===== config.mk =====
export PLATFORM = sky130hd
export DESIGN_NAME = elevator_scan_controller
export DESIGN_NICKNAME = d
export VERILOG_FILES = /design/src/rtl/esc_pkg.sv /design/src/rtl/elevator_scan_controller.sv
export VERILOG_INCLUDE_DIRS = /design/src /design/src/rtl
export SDC_FILE = /design/constraint.sdc
export NUM_CORES = 1
export LEC_CHECK = 0
export ABC_AREA = 1
export BUFFER_PORTS_ARGS = -buffer_cell sky130_fd_sc_hd__buf_2
export CORE_AREA = 2 2 118 120
export CTS_CLUSTER_SIZE = 12
export DETAILED_ROUTE_END_ITERATION = 8
export DIE_AREA = 0 0 120 122
export GPL_ROUTABILITY_DRIVEN = 0
export GPL_TIMING_DRIVEN = 0
export HOLD_SLACK_MARGIN = 0.1
export PLACE_DENSITY = 0.87
export SLEW_MARGIN = 40
export SYNTH_ARGS = -nofsm -noshare
export SYNTH_HDL_FRONTEND = slang
export SYNTH_SLANG_ARGS = --single-unit

===== constraint.sdc =====
create_clock -name i_clk -period 5.98 [get_ports i_clk]
set_input_delay 1.196 -clock i_clk [delete_from_list [all_inputs] [get_ports i_clk]]
set_output_delay 1.196 -clock i_clk [all_outputs]
set_load 0.03 [all_outputs]

===== src/rtl/elevator_scan_controller_assert.svh =====
// ----------------------------------------------------------------------------
// Elevator scan controller assertion macros
// Concurrent assertion shorthands, clocked on i_clk and off during reset.
// ----------------------------------------------------------------------------
`ifndef ELEVATOR_SCAN_CONTROLLER_ASSERT_SVH
`define ELEVATOR_SCAN_CONTROLLER_ASSERT_SVH

// Same-cycle implication.
`define ESC_ASSERT_NOW(label, ante, cons, msg) \
    label: assert property (@(posedge i_clk) disable iff (!i_rst_n) \
        (ante) |-> (cons)) else $error(msg);

// Next-cycle implication.
`define ESC_ASSERT_NEXT(label, ante, cons, msg) \
    label: assert property (@(posedge i_clk) disable iff (!i_rst_n) \
        (ante) |=> (cons)) else $error(msg);

`endif


===== src/rtl/esc_pkg.sv =====
// ----------------------------------------------------------------------------
// Elevator scan controller package
// Field widths, opcodes, status codes, reset values and sequencer states.
// ----------------------------------------------------------------------------
package esc_pkg;

    localparam int FLOORS_DEF = 10;

    localparam int OPCODE_W = 2;
    localparam int FLOOR_W  = 4;
    localparam int DATA_W   = 6;
    localparam int STATUS_W = 3;

    localparam logic [DATA_W-1:0] CAPACITY_RESET = DATA_W'(12);
    localparam logic [DATA_W-1:0] DATA_MAX       = '1;

    localparam logic [OPCODE_W-1:0] OP_PRESS  = 2'd0;
    localparam logic [OPCODE_W-1:0] OP_DEPART = 2'd1;
    localparam logic [OPCODE_W-1:0] OP_ALARM  = 2'd2;

    localparam logic [STATUS_W-1:0] ST_OK      = 3'd0;
    localparam logic [STATUS_W-1:0] ST_PARTIAL = 3'd1;
    localparam logic [STATUS_W-1:0] ST_FULL    = 3'd2;
    localparam logic [STATUS_W-1:0] ST_REJECT  = 3'd3;
    localparam logic [STATUS_W-1:0] ST_HALTED  = 3'd4;

    typedef enum logic [3:0] {
        S_IDLE,
        S_DECODE,
        S_TAKE,
        S_MERGE,
        S_LOAD,
        S_CLEAR,
        S_SCAN,
        S_DIST,
        S_ARRIVE,
        S_DONE
    } t_state;

endpackage


===== src/rtl/elevator_scan_controller.sv =====
// ----------------------------------------------------------------------------
// Elevator scan controller
// SCAN-ordered elevator car: floor presses, door-close departures and alarm,
// one result transaction per input transaction.
// ----------------------------------------------------------------------------
// One transaction is taken at a time; the input stalls until its result is
// registered. All arithmetic runs through a single 6-bit add/subtract unit
// stepped by the sequencer. A press runs decode, take, merge, load and done,
// or decode and done if the car is full or the floor rejected; an alarm or a
// halted-car request runs decode and done; a depart runs decode, clear, scan
// steps, where reaching the end of a sweep also costs a step, then distance
// and arrive at a pending floor, and done, then idle. A finished result waits
// in the output register while the next transaction is taken.
module elevator_scan_controller #(
    parameter int FLOORS = esc_pkg::FLOORS_DEF
) (
    input  logic                          i_clk,
    input  logic                          i_rst_n,
    input  logic                          i_in_valid,
    output logic                          o_in_stall,
    input  logic [esc_pkg::OPCODE_W-1:0]  i_opcode,
    input  logic [esc_pkg::FLOOR_W-1:0]   i_floor,
    input  logic [esc_pkg::DATA_W-1:0]    i_riders,
    output logic                          o_out_valid,
    input  logic                          i_out_stall,
    output logic [esc_pkg::STATUS_W-1:0]  o_status,
    output logic [esc_pkg::DATA_W-1:0]    o_accepted,
    output logic [esc_pkg::DATA_W-1:0]    o_refused,
    output logic [esc_pkg::FLOOR_W-1:0]   o_car_floor,
    output logic                          o_going_up,
    output logic [esc_pkg::DATA_W-1:0]    o_rider_count,
    output logic [esc_pkg::FLOOR_W-1:0]   o_distance,
    input  logic                          i_cfg_valid,
    output logic                          o_cfg_ready,
    input  logic [esc_pkg::DATA_W-1:0]    i_cfg_data
);
    import esc_pkg::*;

    localparam int IDX_W = (FLOORS > 1) ? $clog2(FLOORS) : 1;

    t_state                r_state, n_state;
    logic [DATA_W-1:0]     r_capacity;
    logic [FLOORS-1:0]     r_pending, n_pending;
    logic [DATA_W-1:0]     r_drop [FLOORS];
    logic [DATA_W-1:0]     n_drop [FLOORS];
    logic [DATA_W-1:0]     r_load, n_load;
    logic                  r_heading, n_heading;
    logic [FLOOR_W-1:0]    r_position, n_position;
    logic                  r_halted, n_halted;

    logic [OPCODE_W-1:0]   r_op;
    logic [FLOOR_W-1:0]    r_floor;
    logic [DATA_W-1:0]     r_riders;
    logic [DATA_W-1:0]     r_room, n_room;
    logic [DATA_W-1:0]     r_acc, n_acc;
    logic [DATA_W-1:0]     r_ref, n_ref;
    logic [STATUS_W-1:0]   r_status, n_status;
    logic [FLOOR_W-1:0]    r_dist, n_dist;
    logic [FLOOR_W-1:0]    r_cursor, n_cursor;
    logic                  r_dir, n_dir;
    logic                  r_rev, n_rev;

    logic                  r_out_valid, n_out_valid;
    logic [STATUS_W-1:0]   r_out_status, n_out_status;
    logic [DATA_W-1:0]     r_out_acc, n_out_acc;
    logic [DATA_W-1:0]     r_out_ref, n_out_ref;
    logic [FLOOR_W-1:0]    r_out_floor, n_out_floor;
    logic                  r_out_up, n_out_up;
    logic [DATA_W-1:0]     r_out_load, n_out_load;
    logic [FLOOR_W-1:0]    r_out_dist, n_out_dist;

    logic                  in_take;
    logic [DATA_W-1:0]     alu_a, alu_b;
    logic                  alu_sub;
    logic [DATA_W:0]       alu_res;
    logic                  alu_borrow;
    logic [IDX_W-1:0]      drop_addr;
    logic [DATA_W-1:0]     drop_rd;
    logic                  full;
    logic                  reject;
    logic                  at_end;
    logic                  hit;
    logic                  out_free;

    assign o_in_stall  = (r_state != S_IDLE);
    assign in_take     = i_in_valid && !o_in_stall;
    assign o_cfg_ready = 1'b1;
    assign out_free    = !r_out_valid || !i_out_stall;

    // shared add/subtract unit
    always_comb begin
        alu_a   = '0;
        alu_b   = '0;
        alu_sub = 1'b0;
        case (r_state)
            S_DECODE: begin
                alu_a   = r_capacity;
                alu_b   = r_load;
                alu_sub = 1'b1;
            end
            S_TAKE: begin
                alu_a   = r_riders;
                alu_b   = r_room;
                alu_sub = 1'b1;
            end
            S_MERGE: begin
                alu_a = drop_rd;
                alu_b = r_acc;
            end
            S_LOAD: begin
                alu_a = r_load;
                alu_b = r_acc;
            end
            S_SCAN: begin
                alu_a   = DATA_W'(r_cursor);
                alu_b   = DATA_W'(1);
                alu_sub = !r_dir;
            end
            S_DIST: begin
                alu_a   = r_dir ? DATA_W'(r_cursor) : DATA_W'(r_position);
                alu_b   = r_dir ? DATA_W'(r_position) : DATA_W'(r_cursor);
                alu_sub = 1'b1;
            end
            S_ARRIVE: begin
                alu_a   = r_load;
                alu_b   = drop_rd;
                alu_sub = 1'b1;
            end
            default: begin
                alu_sub = 1'b0;
            end
        endcase
        alu_res    = alu_sub ? ({1'b0, alu_a} - {1'b0, alu_b})
                             : ({1'b0, alu_a} + {1'b0, alu_b});
        alu_borrow = alu_res[DATA_W];
    end

    always_comb begin
        case (r_state)
            S_MERGE: drop_addr = r_floor[IDX_W-1:0];
            S_CLEAR: drop_addr = r_position[IDX_W-1:0];
            default: drop_addr = r_cursor[IDX_W-1:0];
        endcase
        drop_rd = r_drop[drop_addr];
        full    = alu_borrow || (alu_res[DATA_W-1:0] == '0);
        reject  = ({1'b0, r_floor} >= (FLOOR_W+1)'(FLOORS)) || (r_floor == r_position);
        at_end  = r_dir ? (r_cursor == FLOOR_W'(FLOORS - 1)) : (r_cursor == '0);
        hit     = r_pending[alu_res[IDX_W-1:0]];
    end

    // next state
    always_comb begin
        n_state = r_state;
        case (r_state)
            S_IDLE: begin
                if (in_take) begin
                    n_state = S_DECODE;
                end
            end
            S_DECODE: begin
                if (r_halted) begin
                    n_state = S_DONE;
                end else if (r_op == OP_PRESS) begin
                    n_state = (full || reject) ? S_DONE : S_TAKE;
                end else if (r_op == OP_DEPART) begin
                    n_state = S_CLEAR;
                end else begin
                    n_state = S_DONE;
                end
            end
            S_TAKE:   n_state = S_MERGE;
            S_MERGE:  n_state = S_LOAD;
            S_LOAD:   n_state = S_DONE;
            S_CLEAR:  n_state = S_SCAN;
            S_SCAN: begin
                if (at_end) begin
                    if (r_rev) begin
                        n_state = S_DONE;
                    end
                end else if (hit) begin
                    n_state = S_DIST;
                end
            end
            S_DIST:   n_state = S_ARRIVE;
            S_ARRIVE: n_state = S_DONE;
            S_DONE: begin
                if (out_free) begin
                    n_state = S_IDLE;
                end
            end
            default:  n_state = S_IDLE;
        endcase
    end

    // datapath and outputs
    always_comb begin
        n_pending    = r_pending;
        n_drop       = r_drop;
        n_load       = r_load;
        n_heading    = r_heading;
        n_position   = r_position;
        n_halted     = r_halted;
        n_room       = r_room;
        n_acc        = r_acc;
        n_ref        = r_ref;
        n_status     = r_status;
        n_dist       = r_dist;
        n_cursor     = r_cursor;
        n_dir        = r_dir;
        n_rev        = r_rev;
        n_out_valid  = r_out_valid;
        n_out_status = r_out_status;
        n_out_acc    = r_out_acc;
        n_out_ref    = r_out_ref;
        n_out_floor  = r_out_floor;
        n_out_up     = r_out_up;
        n_out_load   = r_out_load;
        n_out_dist   = r_out_dist;

        if (r_out_valid && !i_out_stall) begin
            n_out_valid = 1'b0;
        end

        case (r_state)
            S_IDLE: begin
                n_acc    = '0;
                n_ref    = '0;
                n_status = ST_OK;
                n_dist   = '0;
            end
            S_DECODE: begin
                if (r_halted) begin
                    n_status = ST_HALTED;
                end else if (r_op == OP_ALARM) begin
                    n_halted = 1'b1;
                    n_status = ST_HALTED;
                end else if (r_op == OP_PRESS) begin
                    if (full) begin
                        n_status = ST_FULL;
                        n_ref    = r_riders;
                    end else if (reject) begin
                        n_status = ST_REJECT;
                    end else begin
                        n_room = alu_res[DATA_W-1:0];
                    end
                end
            end
            S_TAKE: begin
                if (alu_borrow) begin
                    n_acc = r_riders;
                end else begin
                    n_acc = r_room;
                    n_ref = alu_res[DATA_W-1:0];
                    if (alu_res[DATA_W-1:0] != '0) begin
                        n_status = ST_PARTIAL;
                    end
                end
            end
            S_MERGE: begin
                n_drop[drop_addr]    = alu_res[DATA_W] ? DATA_MAX : alu_res[DATA_W-1:0];
                n_pending[drop_addr] = 1'b1;
            end
            S_LOAD: begin
                n_load = alu_res[DATA_W-1:0];
            end
            S_CLEAR: begin
                n_pending[drop_addr] = 1'b0;
                n_drop[drop_addr]    = '0;
                n_cursor             = r_position;
                n_dir                = r_heading;
                n_rev                = 1'b0;
            end
            S_SCAN: begin
                if (at_end) begin
                    if (!r_rev) begin
                        n_rev    = 1'b1;
                        n_dir    = !r_dir;
                        n_cursor = r_position;
                    end
                end else begin
                    n_cursor = alu_res[FLOOR_W-1:0];
                end
            end
            S_DIST: begin
                n_dist     = alu_res[FLOOR_W-1:0];
                n_position = r_cursor;
                n_heading  = r_dir;
            end
            S_ARRIVE: begin
                n_load               = alu_borrow ? '0 : alu_res[DATA_W-1:0];
                n_drop[drop_addr]    = '0;
                n_pending[drop_addr] = 1'b0;
            end
            S_DONE: begin
                if (out_free) begin
                    n_out_valid  = 1'b1;
                    n_out_status = r_status;
                    n_out_acc    = r_acc;
                    n_out_ref    = r_ref;
                    n_out_floor  = r_position;
                    n_out_up     = r_heading;
                    n_out_load   = r_load;
                    n_out_dist   = r_dist;
                end
            end
            default: begin
                n_out_valid = n_out_valid;
            end
        endcase
    end

    always_ff @(posedge i_clk) begin
        if (!i_rst_n) begin
            r_state     <= S_IDLE;
            r_capacity  <= CAPACITY_RESET;
            r_pending   <= '0;
            r_load      <= '0;
            r_heading   <= 1'b1;
            r_position  <= '0;
            r_halted    <= 1'b0;
            r_out_valid <= 1'b0;
            for (int f = 0; f < FLOORS; f++) begin
                r_drop[f] <= '0;
            end
        end else begin
            r_state     <= n_state;
            r_pending   <= n_pending;
            r_drop      <= n_drop;
            r_load      <= n_load;
            r_heading   <= n_heading;
            r_position  <= n_position;
            r_halted    <= n_halted;
            r_out_valid <= n_out_valid;
            if (i_cfg_valid && o_cfg_ready) begin
                r_capacity <= i_cfg_data;
            end
        end
    end

    always_ff @(posedge i_clk) begin
        if (in_take) begin
            r_op     <= i_opcode;
            r_floor  <= i_floor;
            r_riders <= i_riders;
        end
        r_room       <= n_room;
        r_acc        <= n_acc;
        r_ref        <= n_ref;
        r_status     <= n_status;
        r_dist       <= n_dist;
        r_cursor     <= n_cursor;
        r_dir        <= n_dir;
        r_rev        <= n_rev;
        r_out_status <= n_out_status;
        r_out_acc    <= n_out_acc;
        r_out_ref    <= n_out_ref;
        r_out_floor  <= n_out_floor;
        r_out_up     <= n_out_up;
        r_out_load   <= n_out_load;
        r_out_dist   <= n_out_dist;
    end

    assign o_out_valid   = r_out_valid;
    assign o_status      = r_out_status;
    assign o_accepted    = r_out_acc;
    assign o_refused     = r_out_ref;
    assign o_car_floor   = r_out_floor;
    assign o_going_up    = r_out_up;
    assign o_rider_count = r_out_load;
    assign o_distance    = r_out_dist;

`include "elevator_scan_controller_assert.svh"

    `ESC_ASSERT_NEXT(a_halt_sticky, r_halted, r_halted, "alarm latch released")
    `ESC_ASSERT_NEXT(a_halt_freeze_pos, r_halted, $stable(r_position), "halted car moved")
    `ESC_ASSERT_NEXT(a_halt_freeze_pend, r_halted, $stable(r_pending), "halted car took a request")
    `ESC_ASSERT_NOW(a_pos_range, 1'b1, {1'b0, r_position} < (FLOOR_W+1)'(FLOORS), "car beyond top floor")

endmodule

Word-level counts from Yosys, hierarchy flattened
Cells that the tools add are included.
Word-level totals
  register bits after elaboration: 166
Cells by class
  $add $sub $neg: 2
  magnitude comparators: 6
  equal/unequal tests: 28
  muxes and demuxes: 63
  bitwise logic cells: 10
  reduce and logical (&&, ||, !) cells: 36
Operator list (count)
  $pmux 60 s2: 1
  $pmux 6 s6: 2
  $mux 6: 11
  $and 60x60->60: 1
  $bwmux 60: 1
  $not 60->60: 1
  $mux 4: 13
  $pmux 4 s9: 1
  $bmux 6 s4: 1
  $demux 6 s4: 1
  $pmux 4 s2: 3
  $pmux 6 s2: 2
  $mux 3: 7
  $ne 2x2->1 const B: 10
  $pmux 10 s2: 1
  $pmux 6 s3: 1
  $eq 4x3->1 const B: 4
  $eq 4x4->1 const B: 3
  $reduce_and 6->1: 2
  $mux 1: 11
  $and 10x10->10: 1
  $lt 4x5->1 const B: 2
  $not 10->10: 1
  $or 10x10->10: 1
  37 further kinds: 63

Logic depth before layout (Yosys ltp)
Gate-level depths: netlist (run 1).
  depth after elaboration: 16
  mapped depth: 33
  gate-level depth less buffers: 33

Least setup slack after synthesis (run 1)
OpenSTA, ideal clock, no wires.
  path type: reg2reg
  start: register r_state[3]
  end: register r_ref[0] (enable)
  library setup time: 0.377 ns
  arrival time: 4.412 ns
  required time: 5.603 ns
  setup slack: 1.191 ns
  cell stages (with the launch flop): 29
  path buffers: 0
  cell sequence: dfxtp_1 > nor2_1 > nand2_2 > nand3_1 > nand3_1 > nor2_2 > inv_1 > nor2_1 > inv_1 > o22ai_1 > a21oi_1 > and3_1 > nand2_1 > nand2_1 > inv_1 > ha_1 > o21ai_0 > ha_1 > nand3_1 > and2_1 > inv_1 > a21oi_1 > nor2_1 > nor2_1 > xor2_1 > nor3_1 > nor2_4 > o21a_1 > nor3_1
On the way
  word-level cells in the longest chain between the ends: 13
  elaborated cells between the ends (all ways): 32
  classes of those cells: add/sub: 2; eq/ne: 13; mux: 8; bitwise: 1; reduce/logical: 8
RTL lines
  from (decl): line elevator_scan_controller.sv:41  | t_state r_state, n_state;
  from (signal assigned): line elevator_scan_controller.sv:326  | r_state <= n_state;
  $eq 4x3->1 or $eq 4x2->1 (tied branches): line elevator_scan_controller.sv:139, elevator_scan_controller.sv:95
  $pmux 4 s2: line elevator_scan_controller.sv:139  | case (r_state)
  $not 4->5 (implied by the code): line elevator_scan_controller.sv:144  | drop_rd = r_drop[drop_addr];
  $bmux 6 s4: line elevator_scan_controller.sv:144
  $mux 6 (implied by the code) (2 in series): line elevator_scan_controller.sv:144
  $pmux 6 s6: line elevator_scan_controller.sv:95  | case (r_state)
  $add 6x6->7 or $sub 6x6->7 (tied branches): line elevator_scan_controller.sv:134, elevator_scan_controller.sv:133
  $mux 7 (*): line elevator_scan_controller.sv:133  | alu_res = alu_sub ? ({1'b0, alu_a} - {1'b0, alu_b})
  net alu_res[5]: line elevator_scan_controller.sv:75  | logic [DATA_W:0] alu_res;
  $logic_not 6->1 (*): line elevator_scan_controller.sv:145  | full = alu_borrow || (alu_res[DATA_W-1:0] == '0);
  $logic_or 1x1->1 (*): line elevator_scan_controller.sv:145
  $ne 2x2->1 (no line) (*)
  $reduce_and 6->1 (no line) (*)
  to (signal assigned): line elevator_scan_controller.sv:348  | r_ref <= n_ref;
  to (decl): line elevator_scan_controller.sv:56  | logic [DATA_W-1:0] r_ref, n_ref;
Mark *: on every way through the listed nets, which the timed path passes. The rest lies on a longest branch. The select of a mux whose other input is x is not followed.
A chain may end at the register's enable or synchronous reset.

Worst setup path in the final report (run 1)
  start: register r_state[2]
  end: register r_state[1]
On the way
  word-level cells in the longest chain between the ends: 16
  elaborated cells between the ends (all ways): 41
  classes of those cells: add/sub: 2; eq/ne: 13; mux: 14; bitwise: 1; reduce/logical: 11
RTL lines
  $eq 4x3->1 or $eq 4x2->1 (tied branches): line elevator_scan_controller.sv:139, elevator_scan_controller.sv:95
  $pmux 4 s2: line elevator_scan_controller.sv:139
  $not 4->5 (implied by the code): line elevator_scan_controller.sv:144
  $bmux 6 s4: line elevator_scan_controller.sv:144
  $mux 6 (implied by the code) (2 in series): line elevator_scan_controller.sv:144
  $pmux 6 s6: line elevator_scan_controller.sv:95
  $add 6x6->7 or $sub 6x6->7 (tied branches): line elevator_scan_controller.sv:134, elevator_scan_controller.sv:133
  $mux 7 (*): line elevator_scan_controller.sv:133
  net alu_res[2]: line elevator_scan_controller.sv:75
  $logic_not 6->1: line elevator_scan_controller.sv:145
  $logic_or 1x1->1: line elevator_scan_controller.sv:145
  $logic_or 1x1->1: line elevator_scan_controller.sv:164  | n_state = (full || reject) ? S_DONE : S_TAKE;
  $mux 4: line elevator_scan_controller.sv:164
  $mux 4: line elevator_scan_controller.sv:163  | end else if (r_op == OP_PRESS) begin
  $mux 4: line elevator_scan_controller.sv:161  | if (r_halted) begin
  $pmux 4 s9: line elevator_scan_controller.sv:154  | case (r_state)
Marked as above.

==> results_dict.tcl, run 1 <==
set metrics [dict create \
    r2r_slack_ns 0.25 \
    async_reset_ff_frac 0 \
    pin_count 56 \
    ctsLongestPathBuffers 2 \
    hold_viol 0 \
    seq_power_share 0.282 \
    max-slew-margin-rel 0.4856 \
    cp.depth 24 \
    placed_area_mm2 0.008357 \
    clkTransAtPathRegs_ns 0.07 \
    synth_area_leaders "edfxtp_1 28%, dfxtp_1 24%, nand2_1 7.6%, o21ai_0 6.4%, a21oi_1 6.1%" \
    port_buffers 54 \
    worst_path_most_repeated_cell "nand2_1" \
    synthSimpleGateAreaFrac 0.2021 \
    final_util 0.6631 \
    critPathKind "reg2reg" \
    antenna_found_initial 0 \
    die_w_um 120 \
    intPower_w 0.002770 \
    critPathLaunch "r_state[2]" \
    drtAntennaViolNets 0 \
    synth_top_cell_area_share 0.2797 \
    grt_pass1_vias 6632 \
    synth_edf_count 73 \
    rr_startpoint "r_state[2]" \
    hpwl_mm 15.49 \
    finalSetupTns_ns 0 \
    first_iter_violations 997 \
    final-setup-viol-count 0 \
    worst_clock_skew_ns 0.01003 \
    combPwrFrac 0.533 \
    synth_compound_area_frac 0.1878 \
    finalCritPeriodShare 0.9580 \
    power_density_mw_per_mm2 620.2 \
    syn-num-nets 956 \
    tightest_slew_ns 0.7690 \
    cts_tree "built" \
    critPathBufInv 4 \
    globalRouteOverflowTotal 0 \
    syn-instance-count 925 \
    synthDistinctLibCells 50 \
    via_count 7197 \
    start_util 0.5803 \
    hp-class "reg2reg" \
    drive_gt1_frac 0.1383 \
    end_kind "flip-flop" \
    grt_max_degree 24 \
    worstPathArrival_ns 6.06 \
    rows 43 \
    grt_pass1_wl_mm 34.09 \
    fp.coreArea_mm2 0.01350 \
    synthMuxAreaShare 0 \
    ys.flop_type "dfxtp_1" \
    final_cells 1192 \
    critPathLaunchType "flip-flop" \
    viasPerCell 6.038 \
    clockRootBuffer "clkbuf_16" \
    ys_ff_latch 166 \
    max-vdd-ir-drop_mv 0.5149 \
    rsz0062_at_grt "false" \
    wl_per_cell_um 18.44 \
    drc 0 \
    mostFrequentLayoutCells "158 x nand2_1, 99 x o21ai_0, 96 x a21oi_1" \
    cts_made_buffers 17 \
    synth_top_family_by_area "simple AND/OR/NAND/NOR gates" \
    cts.htree.levels 4 \
    placed_cells 1160 \
    synth_fa_ha_area_frac 0.01373 \
    crit_slowest_cell "xor2_1" \
    routed_wl_mm 21.98 \
    insertion_delay_ns 0.44 \
    cts_sinks 166 \
    crit_chain "inv_2, nor2_4, nand2_2, nand3_4, nand3_2, buf_2, nand2_2, nor2_1, o31ai_1, and3_1, nand2_1, nand2_1, inv_1, ha_1, o21ai_1, fa_1, xor2_1, inv_1, nand2_1, a21oi_1, a311o_1, o2111ai_1, nand2_1, a21oi_1" \
    die_h_um 122 \
    synth_area_per_cell_um2 8.472 \
    cap_violations 0 \
    critPathCapture "r_state[1]" \
    reg2reg_depth 24 \
    r2r-end "r_state[1]" \
    synth_seq_area_share 0.5173 \
    antennaDiodeCount 0 \
    synth_area_leader_cell "edfxtp_1" \
    crit_family "simple AND/OR/NAND/NOR gates" \
    synthesis.area_mm2 0.007836 \
    run_status "completed" \
    critPathMaxFanout 10 \
    gr-usage-all-layers 0.3059 \
    layout_min_cycle_time_ns 5.729 \
    power.switching_w 0.002784 \
    swShare 0.5012 \
    synth-xor-area-share 0.01229 \
    power_frac_clock 0.184 \
    postCtsHoldBufs 0 \
    power.leakage_nw 3.738 \
    mostFrequentLayoutCell "nand2_1" \
    cp_slowest_stage_delay_ns 0.65 \
    slew_violations 0 \
    die_area_mm2 0.01464 \
    yosysWarnings 0 \
    final_area_mm2 0.008955 \
    area_growth_syn_to_layout_pct 14.27 \
    first_pass_iters 8 \
    fmax_ghz 0.1746 \
    final_nets 1030 \
    crit_required_ns 6.32 \
]
per-layer routing:
layer  up-vias  track usage  routed length [µm]
met5         -            0                   0
met4         0       0.1559                1014
met3        90      0.07350                2221
met2       486       0.5089               10440
met1      3295       0.3716                8301
li1       3326            -                   -
stage by stage:
step | setup WS, ns | hold slack, ns | power [W]
final | 0.2511 | 0.4211 | 0.005554
after global routing | 0.07658 | 0.4337 | 0.005739
after CTS | 0.05025 | 0.4230 | 0.005290
after detailed placement | -0.1164 | 0.4054 | 0.004254
after global placement | 0.06835 | 0.4010 | 0.004162
after floorplan | 1.191 | 0.4003 | 0.003448
kinds of logic (layout without fill, tap and decap cells):
kind of cell / count (synthesis) / in the layout
AND/OR/NAND/NOR: 347 / 347
buffers and inverters: 133 / 220
XOR/XNOR: 11 / 11
other: 1 / 1
adder cells (fa/ha/maj): 8 / 8
flip-flops: 166 / 166
AO/OA/AOI/OAI: 259 / 259
how the worst min path moves through the flow:
stage	start	to	slack, ns	cells after the start
floorplan	r_dist[0]	o_distance[0]	0.40	0
global placement	r_ref[4]	o_refused[4]	0.40	0
detailed placement	r_ref[0]	o_refused[0]	0.41	0
CTS	r_ref[2]	o_refused[2]	0.42	0
global route	r_ref[0]	o_refused[0]	0.43	0
finish	r_ref[2]	o_refused[2]	0.42	0
registers in the layout (all words and copies together) (netlist names), 4 cells and up, named ones only:
| name | flops |
|---|---|
| o_refused | 6 |
| r_dist | 4 |
| o_accepted | 6 |
| r_position | 4 |
| r_ref | 6 |
| r_state | 4 |
| o_rider_count | 6 |
| r_riders | 6 |
| r_load | 6 |
| o_car_floor | 4 |
| r_acc | 6 |
| r_floor | 4 |
| r_room | 6 |
| r_cursor | 4 |
| o_distance | 4 |
| r_capacity | 6 |
| r_drop | 60 |
cells in the mapped netlist (2+ instances only):
cell type	number
nand2_1	158
o21ai_0	100
a21oi_1	96
inv_1	94
dfxtp_1	93
nor2_1	84
edfxtp_1	73
nand3_1	47
clkbuf_1	27
nor3_1	13
o22ai_1	13
a211oi_1	11
a22oi_1	11
nand4_1	9
ha_1	7
nand2_2	7
nor2_4	7
xnor2_1	6
inv_2	5
o2111ai_1	5
xor2_1	5
nand3_2	4
nand3b_1	4
nor2_2	4
o21ai_1	4
o21ai_2	4
a221oi_1	3
a31oi_1	3
buf_1	2
buf_6	2
nand2_4	2
nand3_4	2
o21a_1	2
o21ai_4	2
layout make-up:
class / count / area (µm²)
Sequential cell: 166 / 4054
Inverter: 100 / 375.4
Timing Repair Buffer: 56 / 292.8
Clock inverter: 15 / 117.6
Buffer: 32 / 140.1
Tap cell: 180 / 225.2
Fill cell: 1042 / 4549
Multi-Input combinational cell: 626 / 3324
Clock buffer: 17 / 425.4
power groups by stage:
| stage | Clock [W] | Sequential [W] | Combinational, W |
|---|---|---|---|
| 4_1_cts | 0.00102 | 0.00156 | 0.00270 |
| 3_3_place_gp | 0 | 0.00157 | 0.00259 |
| 5_1_grt | 0.00107 | 0.00158 | 0.00309 |
| 3_5_place_dp | 0 | 0.00158 | 0.00267 |
| 2_1_floorplan | 0 | 0.00158 | 0.00187 |
| 6_report | 0.00102 | 0.00157 | 0.00296 |
timing repair:
action                     in CTS  in global routing
gates cloned                    0                  0
setup endpoints to repair       6                 19
resized for setup               1                 10
buffers inserted                0                  1
pin swaps                       0                  1
No activity file was read; power rests on OpenSTA's default activity.
==> run 2, diff against run 1 <==
ABC_AREA = 0   (was 1)
==> run 2 against run 1 <==
  * Routed wire length increased by 6.6%
  * Combinational power decreased by 16%
  * Clock power increased by 4%
  * Flip-flop and latch count unchanged
  * Register-to-register slack got worse by 0.12 ns
  * Critical path type unchanged
  * Largest power group unchanged
==> results_dict.tcl, run 2 <==
set metrics [dict create \
    run_status "completed" \
    worst_path_most_repeated_cell "a21o_1" \
    fillers 1000 \
    top_register "r_drop" \
    clkTransAtPathRegs_ns 0.07 \
    synth_fa_ha_area_frac 0.01375 \
    rr_startpoint "r_state[1]" \
    hold-worst-slack_ns 0.4240 \
    rows 43 \
    synth-xor-area-share 0.01647 \
    layout_min_cycle_time_ns 5.846 \
    synth_area_leaders "edfxtp_1 28%, dfxtp_1 24%, nand2_1 5.4%, o21ai_0 4.4%, nor2_1 3.7%" \
    pin_count 56 \
    first_iter_violations 1065 \
    final_nets 903 \
    min_path_cells 0 \
    worst_clock_skew_ns 0.01176 \
    grt_max_degree 21 \
    placed_area_mm2 0.008362 \
    cap_violations 0 \
    critPathKind "reg2reg" \
    synth_common_cells "113 x nand2_1, 93 x dfxtp_1, 77 x nor2_1, 73 x edfxtp_1, 69 x o21ai_0" \
    max-vdd-ir-drop_mv 0.3978 \
    synth_compound_area_frac 0.1958 \
    crit_required_ns 6.08 \
    first_pass_iters 7 \
    largest_reg_flops 60 \
    synth_area_leader_cell "edfxtp_1" \
    cp_slowest_stage_delay_ns 0.58 \
    insertion_delay_ns 0.44 \
    area_growth_syn_to_layout_pct 16.21 \
    mostFrequentLayoutCells "112 x nand2_1, 91 x dfxtp_1, 77 x nor2_1" \
    fmax_ghz 0.1711 \
    synth_top_cell_area_share 0.2801 \
    synth_most_common_cell "nand2_1" \
    cts.htree.levels 4 \
    r2r_slack_ns 0.13 \
    start_util 0.5795 \
    end_kind "flip-flop" \
    routed_wl_mm 23.44 \
    power_frac_clock 0.210 \
    critPathLaunchType "flip-flop" \
    wl_per_cell_um 22.01 \
    syn-instance-count 797 \
    power.switching_w 0.002338 \
    finalCritPeriodShare 0.9776 \
    drive_gt1_frac 0.1876 \
    finalSetupTns_ns 0 \
    crit_slowest_cell "or4_4" \
    hpwl_mm 15.52 \
    mostFrequentLayoutCell "nand2_1" \
    viasPerCell 6.667 \
    cts_sinks 166 \
    drtAntennaViolNets 0 \
    reg2reg_depth 20 \
    worstPathArrival_ns 5.95 \
    gr-usage-all-layers 0.3257 \
    synthesis.area_mm2 0.007826 \
    swShare 0.4610 \
    die_w_um 120 \
    combPwrFrac 0.488 \
    synth_area_per_cell_um2 9.820 \
    ctsLongestPathBuffers 2 \
    antenna_found_initial 0 \
    synth_edf_count 73 \
    grt_pass1_vias 6595 \
    r2r-end "r_ref[0]" \
    die_area_mm2 0.01464 \
    power_density_mw_per_mm2 557.6 \
    tightest_slew_ns 0.7992 \
    min-delay-start "r_ref[2]" \
    power.leakage_nw 3.404 \
    synth_top_family_by_area "compound AO/OA/AOI/OAI gates" \
    crit_chain "clkbuf_4, and3b_1, o21ai_2, nand2_2, clkbuf_2, nand3_1, nand2_1, a22oi_2, a221oi_2, ha_1, o21ai_2, ha_1, a21o_1, a21o_1, a21o_1, a21oi_1, xnor2_2, or4_4, a2111o_1, a21oi_4" \
    die_h_um 122 \
    cts_made_buffers 17 \
    globalRouteOverflowTotal 0 \
    grt_pass1_wl_mm 36.06 \
    drc 0 \
    max-slew-margin-rel 0.4634 \
    final-setup-viol-count 0 \
    port_buffers 53 \
    syn-num-nets 828 \
    via_count 7100 \
    synthDistinctLibCells 73 \
    cts_tree "built" \
    synth_seq_area_share 0.5180 \
    critPathMaxFanout 10 \
    synthMuxAreaShare 0.04764 \
    clockRootBuffer "clkbuf_16" \
    yosysWarnings 0 \
    hold-path-endpoint "o_refused[2]" \
    ys.flop_type "dfxtp_1" \
    seq_power_share 0.302 \
    hp-class "reg2reg" \
    final_area_mm2 0.009095 \
    ys_ff_latch 166 \
    async_reset_ff_frac 0 \
    intPower_w 0.002733 \
    synthSimpleGateAreaFrac 0.1749 \
    antennaDiodeCount 0 \
    fp.coreArea_mm2 0.01350 \
    slew_violations 0 \
    hold_viol 0 \
]
[run 2: cell count changes in the layout (fill, tap and decap cells not counted), moves of 9 or more]
cell | before | now
inv_1 | 93 | 19
a21oi_1 | 96 | 35
nand2_1 | 158 | 112
a22o_1 | 0 | 32
o21ai_0 | 99 | 68
mux2i_1 | 0 | 26
nand3_1 | 47 | 33
o22ai_1 | 13 | 0
a211oi_1 | 11 | 2
[run 2: timing repair]
action | 4_1_cts | 5_1_grt
gates cloned | 0 | 0
buffers inserted | 0 | 4
pin swaps | 1 | 5
setup endpoints to repair | 19 | 21
gates resized for setup | 15 | 18
hold buffers | 0 | 0
[run 2: routing by layer]
layer / track usage / share of wire / routed length (µm) / vias up
met5: 0 / 0 / 0 / -
met4: 0.1978 / 0.070 / 1642 / 0
met3: 0.08661 / 0.13 / 2974 / 163
met2: 0.5142 / 0.45 / 10530 / 588
met1: 0.4009 / 0.35 / 8293 / 3261
li1: - / - / - / 3088
[run 2: critical path, delay by kind of cell (launching register included)]
family / cells / cell delay, ns
xor+xnor: 1 / 0.19
simple gates: 5 / 1.28
buf+inv: 2 / 0.49
compound gates: 10 / 2.63
flops: 1 / 0.31
fa+ha+maj: 2 / 0.61
[run 2: worst max path at each step]
stage | from | end | slack (ns) | depth (start not counted)
after floorplan | r_state[1] | r_ref[0] | 0.55 | 22
after global placement | r_state[1] | r_room[1] | -0.88 | 21
after detailed placement | r_position[1] | r_ref[1] | -0.95 | 19
after CTS | r_state[2] | r_ref[0] | 0.001 | 21
after global routing | r_state[1] | r_ref[0] | -0.05 | 20
final | r_state[1] | r_ref[0] | 0.13 | 20
[run 2: final cells by class]
type / count / area [µm²] / area share
Clock buffer: 17 / 425.4 / 0.04677
Tap cell: 180 / 225.2 / 0.02476
Buffer: 39 / 195.2 / 0.02146
Inverter: 19 / 71.32 / 0.007842
Clock inverter: 15 / 142.6 / 0.01568
Multi-Input combinational cell: 571 / 3669 / 0.4034
Sequential cell: 166 / 4056 / 0.4460
Timing Repair Buffer: 58 / 310.3 / 0.03412
[run 2: logic make-up (layout without fill, tap and decap cells)]
group	Yosys count	in the layout
compound gates	217	217
xor+xnor	13	13
fa+ha+maj	8	8
buf+inv	60	148
flops	166	166
mux	34	34
other cells	1	1
simple gates	298	298
[run 2: power groups by stage]
| stage | Clock (W) | Sequential (W) | Combinational, W |
|---|---|---|---|
| finish | 0.00106 | 0.00153 | 0.00248 |
| global placement | 0 | 0.00153 | 0.00213 |
| floorplan | 0 | 0.00154 | 0.00145 |
| CTS | 0.00107 | 0.00152 | 0.00230 |
| detailed placement | 0 | 0.00154 | 0.00218 |
| global route | 0.00111 | 0.00154 | 0.00257 |
[run 2: metrics by stage]
stage | cells | setup WS (ns) | util | power (W)
5_1_grt | 1065 | -0.04795 | 0.6735 | 0.005222
2_1_floorplan | 797 | 0.5462 | - | 0.002988
4_1_cts | 1061 | 0.001180 | 0.6661 | 0.004890
3_3_place_gp | 1030 | -0.8783 | 0.6159 | 0.003659
3_5_place_dp | 1031 | -0.9540 | 0.6192 | 0.003721
6_report | 1065 | 0.1341 | 0.6735 | 0.005071
